===== src/rtl/sbcd_pkg.sv =====
`timescale 1ns / 1ps
// ---------------------------------------------------------------------------
// sbcd_pkg: shared types and constants of the band crack detector
// Register indexes, reset values and the structs passed between modules.
// ---------------------------------------------------------------------------
package sbcd_pkg;

  // Field widths
  localparam int unsigned BinW    = 8;
  localparam int unsigned FreqW   = 13;
  localparam int unsigned MagW    = 32;
  localparam int unsigned TimeW   = 32;
  localparam int unsigned WindowW = 16;
  localparam int unsigned CountW  = 2;
  localparam int unsigned CfgIdxW = 2;
  localparam int unsigned CfgDataW = 32;

  // Configuration register indexes
  localparam logic [CfgIdxW-1:0] CFG_BAND_LOW  = 2'd0;
  localparam logic [CfgIdxW-1:0] CFG_BAND_HIGH = 2'd1;
  localparam logic [CfgIdxW-1:0] CFG_MAG_THR   = 2'd2;
  localparam logic [CfgIdxW-1:0] CFG_WINDOW    = 2'd3;

  // Reset values
  localparam logic [FreqW-1:0]   BandLowRst  = 13'd3500;
  localparam logic [FreqW-1:0]   BandHighRst = 13'd7500;
  localparam logic [MagW-1:0]    MagThrRst   = 32'd35000;
  localparam logic [WindowW-1:0] WindowRst   = 16'd3000;

  // Lowest bin index that can count as a hit (DC and first bin excluded)
  localparam int unsigned MinHitBin = 2;

  // Live configuration
  typedef struct packed {
    logic [FreqW-1:0]   band_low_hz;
    logic [FreqW-1:0]   band_high_hz;
    logic [MagW-1:0]    magnitude_threshold;
    logic [WindowW-1:0] window_ms;
  } sbcd_cfg_t;

  // One result transaction
  typedef struct packed {
    logic              bin_hit;
    logic              frame_done;
    logic              crack_found;
    logic [CountW-1:0] hit_frames;
    logic [TimeW-1:0]  elapsed_ms;
  } sbcd_result_t;

endpackage


===== src/rtl/sbcd_cfg_regs.sv =====
`timescale 1ns / 1ps
// ---------------------------------------------------------------------------
// sbcd_cfg_regs: configuration register file
// Four write-only registers loaded through a plain indexed write port.
// ---------------------------------------------------------------------------
module sbcd_cfg_regs
  import sbcd_pkg::*;
(
  input  logic                clk_i,
  input  logic                rst_ni,
  input  logic                cfg_we_i,
  input  logic [CfgIdxW-1:0]  cfg_index_i,
  input  logic [CfgDataW-1:0] cfg_data_i,
  output sbcd_cfg_t           cfg_o
);

  sbcd_cfg_t cfg_q, cfg_d;

  // Register write decode
  always_comb begin
    cfg_d = cfg_q;
    if (cfg_we_i) begin
      case (cfg_index_i)
        CFG_BAND_LOW:  cfg_d.band_low_hz         = cfg_data_i[FreqW-1:0];
        CFG_BAND_HIGH: cfg_d.band_high_hz        = cfg_data_i[FreqW-1:0];
        CFG_MAG_THR:   cfg_d.magnitude_threshold = cfg_data_i[MagW-1:0];
        CFG_WINDOW:    cfg_d.window_ms           = cfg_data_i[WindowW-1:0];
        default:       cfg_d = cfg_q;
      endcase
    end
  end

  always_ff @(posedge clk_i or negedge rst_ni) begin
    if (!rst_ni) begin
      cfg_q.band_low_hz         <= BandLowRst;
      cfg_q.band_high_hz        <= BandHighRst;
      cfg_q.magnitude_threshold <= MagThrRst;
      cfg_q.window_ms           <= WindowRst;
    end else begin
      cfg_q <= cfg_d;
    end
  end

  assign cfg_o = cfg_q;

endmodule


===== src/rtl/sbcd_hit_test.sv =====
`timescale 1ns / 1ps
// ---------------------------------------------------------------------------
// sbcd_hit_test: per-bin band and threshold test
// Checks bin range, centre frequency against the band by cross-multiplying
// with constants (exact, no rounding), and magnitude above threshold.
// ---------------------------------------------------------------------------
module sbcd_hit_test
  import sbcd_pkg::*;
#(
  parameter int unsigned FFT_SIZE       = 256,
  parameter int unsigned SAMPLE_RATE_HZ = 16000
) (
  input  logic [BinW-1:0] bin_index_i,
  input  logic [MagW-1:0] magnitude_i,
  input  sbcd_cfg_t       cfg_i,
  output logic            hit_o
);

  localparam int unsigned HalfFft = FFT_SIZE / 2;
  localparam int unsigned ScaleW  = BinW + $clog2(SAMPLE_RATE_HZ + 1);
  localparam int unsigned BandW   = FreqW + $clog2(FFT_SIZE + 1);
  localparam int unsigned CmpW    = (ScaleW > BandW) ? ScaleW : BandW;

  logic [CmpW-1:0] bin_scaled;
  logic [CmpW-1:0] low_scaled;
  logic [CmpW-1:0] high_scaled;
  logic            in_range;
  logic            in_band;
  logic            above_thr;

  // Constant multiplies: index*FS against band*N
  assign bin_scaled  = CmpW'(bin_index_i) * CmpW'(SAMPLE_RATE_HZ);
  assign low_scaled  = CmpW'(cfg_i.band_low_hz) * CmpW'(FFT_SIZE);
  assign high_scaled = CmpW'(cfg_i.band_high_hz) * CmpW'(FFT_SIZE);

  assign in_range  = (32'(bin_index_i) >= MinHitBin) && (32'(bin_index_i) <= HalfFft);
  assign in_band   = (bin_scaled >= low_scaled) && (bin_scaled <= high_scaled);
  assign above_thr = magnitude_i > cfg_i.magnitude_threshold;

  assign hit_o = in_range && in_band && above_thr;

endmodule


===== src/rtl/sbcd_slot_tracker.sv =====
`timescale 1ns / 1ps
// ---------------------------------------------------------------------------
// sbcd_slot_tracker: three time slots and frame-end evaluation
// Records the first hit of each frame into the next free slot; at a frame end
// with the third slot filled, checks the first-to-third span against the window and clears the slots.
// ---------------------------------------------------------------------------
module sbcd_slot_tracker
  import sbcd_pkg::*;
(
  input  logic               clk_i,
  input  logic               rst_ni,
  input  logic               adv_i,
  input  logic               hit_i,
  input  logic [TimeW-1:0]   time_ms_i,
  input  logic               last_bin_i,
  input  logic [WindowW-1:0] window_ms_i,
  output sbcd_result_t       result_o
);

  logic              one_q, one_d;
  logic              two_q, two_d;
  logic              three_q, three_d;
  logic [TimeW-1:0]  first_q, first_d;
  logic [TimeW-1:0]  third_q, third_d;
  logic [CountW-1:0] count_q, count_d;
  logic              rec_q, rec_d;

  logic              fill;
  logic              one_n, two_n, three_n;
  logic [TimeW-1:0]  first_n, third_n;
  logic [CountW-1:0] count_n;
  logic [TimeW-1:0]  elapsed;
  logic              eval_full;

  // Slot fill for this bin
  always_comb begin
    one_n   = one_q;
    two_n   = two_q;
    three_n = three_q;
    first_n = first_q;
    third_n = third_q;
    fill    = 1'b0;
    if (hit_i && !rec_q) begin
      if (!one_q) begin
        one_n   = 1'b1;
        first_n = time_ms_i;
        fill    = 1'b1;
      end else if (!two_q) begin
        two_n   = 1'b1;
        fill    = 1'b1;
      end else if (!three_q) begin
        three_n = 1'b1;
        third_n = time_ms_i;
        fill    = 1'b1;
      end
    end
    count_n = count_q + CountW'(fill);
  end

  assign elapsed   = third_n - first_n;
  assign eval_full = last_bin_i && one_n && three_n;

  // Next state, with frame-end clear
  always_comb begin
    one_d   = one_n;
    two_d   = two_n;
    three_d = three_n;
    first_d = first_n;
    third_d = third_n;
    count_d = count_n;
    rec_d   = last_bin_i ? 1'b0 : (rec_q || fill);
    if (eval_full) begin
      one_d   = 1'b0;
      two_d   = 1'b0;
      three_d = 1'b0;
      first_d = '0;
      third_d = '0;
      count_d = '0;
    end
  end

  always_ff @(posedge clk_i or negedge rst_ni) begin
    if (!rst_ni) begin
      one_q   <= 1'b0;
      two_q   <= 1'b0;
      three_q <= 1'b0;
      first_q <= '0;
      third_q <= '0;
      count_q <= '0;
      rec_q   <= 1'b0;
    end else if (adv_i) begin
      one_q   <= one_d;
      two_q   <= two_d;
      three_q <= three_d;
      first_q <= first_d;
      third_q <= third_d;
      count_q <= count_d;
      rec_q   <= rec_d;
    end
  end

  // Result fields, taken before any clearing
  assign result_o.bin_hit     = hit_i;
  assign result_o.frame_done  = last_bin_i;
  assign result_o.crack_found = eval_full && (elapsed <= TimeW'(window_ms_i));
  assign result_o.hit_frames  = count_n;
  assign result_o.elapsed_ms  = elapsed;

endmodule


===== src/rtl/spectral_band_crack_detector.sv =====
`timescale 1ns / 1ps
// ---------------------------------------------------------------------------
// spectral_band_crack_detector: top level
// Input register, hit test and slot tracking, result register.
// ---------------------------------------------------------------------------
// Takes one FFT magnitude bin per clock while the output is not stalled and
// returns one result transaction per bin. The bin is captured in the input
// register, then the band/threshold test and the slot update run
// combinationally and land in the result register. The input register can
// take a bin while a result waits on a stalled output, and the input
// stalls only when both registers are full and the output is stalled. The
// configuration registers may be written only while no bin is in flight.
// ---------------------------------------------------------------------------
module spectral_band_crack_detector
  import sbcd_pkg::*;
#(
  parameter int unsigned FFT_SIZE       = 256,
  parameter int unsigned SAMPLE_RATE_HZ = 16000
) (
  input  logic                clk_i,
  input  logic                rst_ni,
  // configuration
  input  logic                cfg_we_i,
  input  logic [CfgIdxW-1:0]  cfg_index_i,
  input  logic [CfgDataW-1:0] cfg_data_i,
  // bin input
  input  logic                in_valid_i,
  output logic                in_stall_o,
  input  logic [BinW-1:0]     bin_index_i,
  input  logic [MagW-1:0]     magnitude_i,
  input  logic [TimeW-1:0]    time_ms_i,
  input  logic                last_bin_i,
  // result output
  output logic                out_valid_o,
  input  logic                out_stall_i,
  output logic                bin_hit_o,
  output logic                frame_done_o,
  output logic                crack_found_o,
  output logic [CountW-1:0]   hit_frames_o,
  output logic [TimeW-1:0]    elapsed_ms_o
);

  sbcd_cfg_t    cfg;
  sbcd_result_t result;
  sbcd_result_t res_q;

  logic             s1_valid_q;
  logic [BinW-1:0]  s1_bin_q;
  logic [MagW-1:0]  s1_mag_q;
  logic [TimeW-1:0] s1_time_q;
  logic             s1_last_q;
  logic             out_valid_q;

  logic out_free;
  logic adv;
  logic in_take;
  logic hit;

  // Handshake control
  assign out_free   = !out_valid_q || !out_stall_i;
  assign adv        = s1_valid_q && out_free;
  assign in_stall_o = s1_valid_q && !out_free;
  assign in_take    = in_valid_i && !in_stall_o;

  sbcd_cfg_regs u_cfg (
    .clk_i       (clk_i),
    .rst_ni      (rst_ni),
    .cfg_we_i    (cfg_we_i),
    .cfg_index_i (cfg_index_i),
    .cfg_data_i  (cfg_data_i),
    .cfg_o       (cfg)
  );

  // Input register
  always_ff @(posedge clk_i or negedge rst_ni) begin
    if (!rst_ni) begin
      s1_valid_q <= 1'b0;
    end else if (in_take) begin
      s1_valid_q <= 1'b1;
    end else if (adv) begin
      s1_valid_q <= 1'b0;
    end
  end

  always_ff @(posedge clk_i) begin
    if (in_take) begin
      s1_bin_q  <= bin_index_i;
      s1_mag_q  <= magnitude_i;
      s1_time_q <= time_ms_i;
      s1_last_q <= last_bin_i;
    end
  end

  sbcd_hit_test #(
    .FFT_SIZE       (FFT_SIZE),
    .SAMPLE_RATE_HZ (SAMPLE_RATE_HZ)
  ) u_hit (
    .bin_index_i (s1_bin_q),
    .magnitude_i (s1_mag_q),
    .cfg_i       (cfg),
    .hit_o       (hit)
  );

  sbcd_slot_tracker u_slots (
    .clk_i       (clk_i),
    .rst_ni      (rst_ni),
    .adv_i       (adv),
    .hit_i       (hit),
    .time_ms_i   (s1_time_q),
    .last_bin_i  (s1_last_q),
    .window_ms_i (cfg.window_ms),
    .result_o    (result)
  );

  // Result register
  always_ff @(posedge clk_i or negedge rst_ni) begin
    if (!rst_ni) begin
      out_valid_q <= 1'b0;
    end else if (out_free) begin
      out_valid_q <= s1_valid_q;
    end
  end

  always_ff @(posedge clk_i) begin
    if (adv) begin
      res_q <= result;
    end
  end

  assign out_valid_o   = out_valid_q;
  assign bin_hit_o     = res_q.bin_hit;
  assign frame_done_o  = res_q.frame_done;
  assign crack_found_o = res_q.crack_found;
  assign hit_frames_o  = res_q.hit_frames;
  assign elapsed_ms_o  = res_q.elapsed_ms;

endmodule


===== config.mk =====
export PLATFORM = sky130hd
export DESIGN_NAME = spectral_band_crack_detector
export DESIGN_NICKNAME = d
export VERILOG_FILES = /design/src/rtl/sbcd_pkg.sv /design/src/rtl/sbcd_cfg_regs.sv /design/src/rtl/sbcd_hit_test.sv /design/src/rtl/sbcd_slot_tracker.sv /design/src/rtl/spectral_band_crack_detector.sv
export SDC_FILE = /design/constraint.sdc
export NUM_CORES = 1
export LEC_CHECK = 0
export BUFFER_PORTS_ARGS = -buffer_cell sky130_fd_sc_hd__buf_4
export CORE_MARGIN = 10
export CORE_UTILIZATION = 45
export DETAILED_ROUTE_END_ITERATION = 10
export PLACE_DENSITY = 0.63
export SETUP_SLACK_MARGIN = 0.02
export SLEW_MARGIN = 20
export SYNTH_ARGS = -nofsm -noshare
export SYNTH_HDL_FRONTEND = slang
export SYNTH_SLANG_ARGS = --single-unit

===== constraint.sdc =====
create_clock -name clk_i -period 18.2 [get_ports clk_i]
set_input_delay 3.64 -clock clk_i [delete_from_list [all_inputs] [get_ports clk_i]]
set_output_delay 3.64 -clock clk_i [all_outputs]
set_load 0.02 [all_outputs]

==> impl_metrics.yaml <==
cells_and_area:
  areaGrowthSynthToFinish_pct: 17.4
  diodes: 0
  drive_gt1_frac: 0.239
  filler_cell_count: 2797
  stdcell_area_mm2: 0.0171
  nNetsFinal: 1665
detailed_routing:
  drtIter0Drc: 493
  detail-route-antenna-nets: 0
  routed_wl_um: 34100
  wl_per_cell_um: 18.6
  routed_via_density: 5.30
  dr.pass1.iters: 5
  drcViolationCount: 0
  num_vias: 9725
global_routing:
  grt_use_total: 0.170
  grt_pass1_vias: 9978
  grt_pass1_wl_um: 54000
  antenna_found_initial: 0
  grt_overflow_total: 0
  grt_start_max_net_pins: 99
status:
  status: "finished, final reports clean"
logic_synthesis:
  yosysSeqAreaShare: 0.479
  synth_edf_count: 110
  syn_nets: 1509
  synth.cell_area_mm2: 0.0146
  synth_top_cells_by_area: "edfxtp_1, dfrtp_1, ha_1"
  synth_cells: 1222
  synth_top_area_cell: "edfxtp_1"
  yosys_warnings: 0
  yosysUniqueCellTypes: 71
  synthFlopType: "dfrtp_1"
  synthArstFlopShare: 0.570
  ys_seq_elements: 256
  synthTopCellsByCount: "ha_1, inv_1, dfrtp_1, edfxtp_1, mux2_2"
  yosysMostFrequentCell: "ha_1"
  yosysTopAreaCellShare: 0.226
  avgSynthCellArea_um2: 11.9
timing:
  relSlewSlack: 0.334
  fin_crit_sh: 0.620
  tightest_slew_ns: 0.995
  fin_crit_ns: 11.28
  setup_ws_ns: 6.92
  rsz0062_at_grt: "false"
  finalSetupTns_ns: 0
  clock_skew_ns: 0.0160
  hold_viol: 0
  maxSlewViolCount: 0
  max_freq_mhz: 88.6
  setup_viol: 0
power:
  powerDensity_mw_per_mm2: 145
  vdd_ir_drop_max_v: 0.0000777
  power_mw: 2.48
  leakage_nw: 7.76
critical_path:
  cp_max_fo: 33
  crit_arrival_ns: 11.65
  crit_type: "reg -> reg"
  critical-path-slowest-cell: "nor4_2"
  worst_setup_path_end_kind: "register"
  crit_top_cell: "fa_1"
  startpoint_type: "register"
  slowest_delay_ns: 0.72
  cp_data_required_time_ns: 18.57
die:
  pin_count: 151
  rows: 65
  fp.coreArea_mm2: 0.0318
  start_util: 0.459
  die_height_um: 200
  die-area_mm2: 0.0400
  die_w_um: 200
cts:
  cts_buffers: 28
  clk_path_buf_depth: 3
  insertion_delay_ns: 0.54
  htree_levels: 1
  root_buffer: "clkbuf_16"
  cts_hold_buf: 0
  cts.sinks: 256
  cts_tree: "done"
  cts_resized: 0
  cts_setup_buffers: 0
  path_clk_slew_ns: 0.06
place:
  routabilityCongestion: 0.881
  dpl.hpwl_um: 25300
  postPlaceCellArea_mm2: 0.0162
  post-place-ws_ns: 6.62
  io_buffers: 150
job:
  maxCapViolations: 0
worst_hold_path:
  hp-class: "reg -> reg"
## power by group
part / leakage, nW / internal, mW / switching, mW
registers: 2.86 / 0.743 / 0.0601
logic: 4.48 / 0.496 / 0.637
clock network: 0.424 / 0.318 / 0.223
total: 7.76 / 1.56 / 0.921
## sequential cells by signal, summed over array words and instances (netlist names), 2 cells and up
name and cells:
elapsed_ms_o 32, hit_frames_o 2, s1_bin_q 8, s1_mag_q 32, s1_time_q 32, u_cfg.cfg_o 74
u_slots.count_q 2, u_slots.first_q 32, u_slots.third_q 32
## worst max-delay path, delay by kind of cell, from the launching register on
kind	cells	cell delay, ns
adder cells (fa/ha/maj)	9	3.63
multiplexers	1	0.27
AND/OR/NAND/NOR	13	2.82
buffers and inverters	4	0.80
flip-flops	1	0.52
AO/OA/AOI/OAI	14	2.80
XOR/XNOR	2	0.22
## placed cells by master, fill, tap and decap left out, types with 31 or more instances in the layout
cell type / n
nand2_1: 51
a21oi_1: 53
mux2_2: 93
a22o_1: 65
nor2_1: 45
ha_1: 153
mux2i_1: 34
inv_1: 125
edfxtp_1: 110
dfrtp_1: 119
buf_4: 156
o21ai_0: 47
clkbuf_16: 31
## metal layers
| layer | track usage | vias to the layer above | routed length, µm |
|---|---|---|---|
| met1 | 0.229 | 4718 | 15700 |
| li1 | - | 4772 | - |
| met4 | 0.0432 | 0 | 753 |
| met5 | 0 | - | 0 |
| met2 | 0.275 | 190 | 16000 |
| met3 | 0.0320 | 45 | 1720 |
## final timing paths
check | startpoint | to | slack [ns] | cells after the start
max in group asynchronous | rst_ni | out_valid_o$_DFFE_PN0P_ | 13.78 | 2
min | s1_valid_q$_DFFE_PN0P_ | out_valid_o$_DFFE_PN0P_ | 0.49 | 1
max reg2reg | s1_bin_q[1]$_DFFE_PP_ | crack_found_o$_DFFE_PP_ | 6.92 | 43
max | s1_bin_q[1]$_DFFE_PP_ | crack_found_o$_DFFE_PP_ | 6.92 | 43
min reg2reg | s1_valid_q$_DFFE_PN0P_ | out_valid_o$_DFFE_PN0P_ | 0.49 | 1
min in group asynchronous | rst_ni | u_cfg.cfg_o[33]$_DFFE_PN0P_ | 3.16 | 1
## per-stage QoR
stage,utilization,std cells,hold slack (ns)
after floorplan,-,1222,0.424
after global placement,0.510,1782,0.465
after detailed placement,0.510,1782,0.475
after CTS,0.538,1834,0.492
after global routing,0.539,1835,0.510
final,0.539,1835,0.492
## kinds of logic after synthesis
family / share of synthesized area
muxes: 0.0951
adders and majority gates: 0.161
DFF: 0.479
buffers and inverters: 0.0418
xor gates and xnor gates: 0.0234
AOI/OAI and AO/OA: 0.126
and+or+nand+nor: 0.0736
## cell type report
cell class,count,area [µm²],area share
clock inverter,5,28.8,0.00168
clock buffer,47,856,0.0499
inverter,125,469,0.0274
sequential,256,6990,0.408
timing repair buffer,158,1200,0.0702
multi-input combinational,809,7040,0.411
tap,435,544,0.0318
Note: power is estimated with default switching activity, not from simulation.
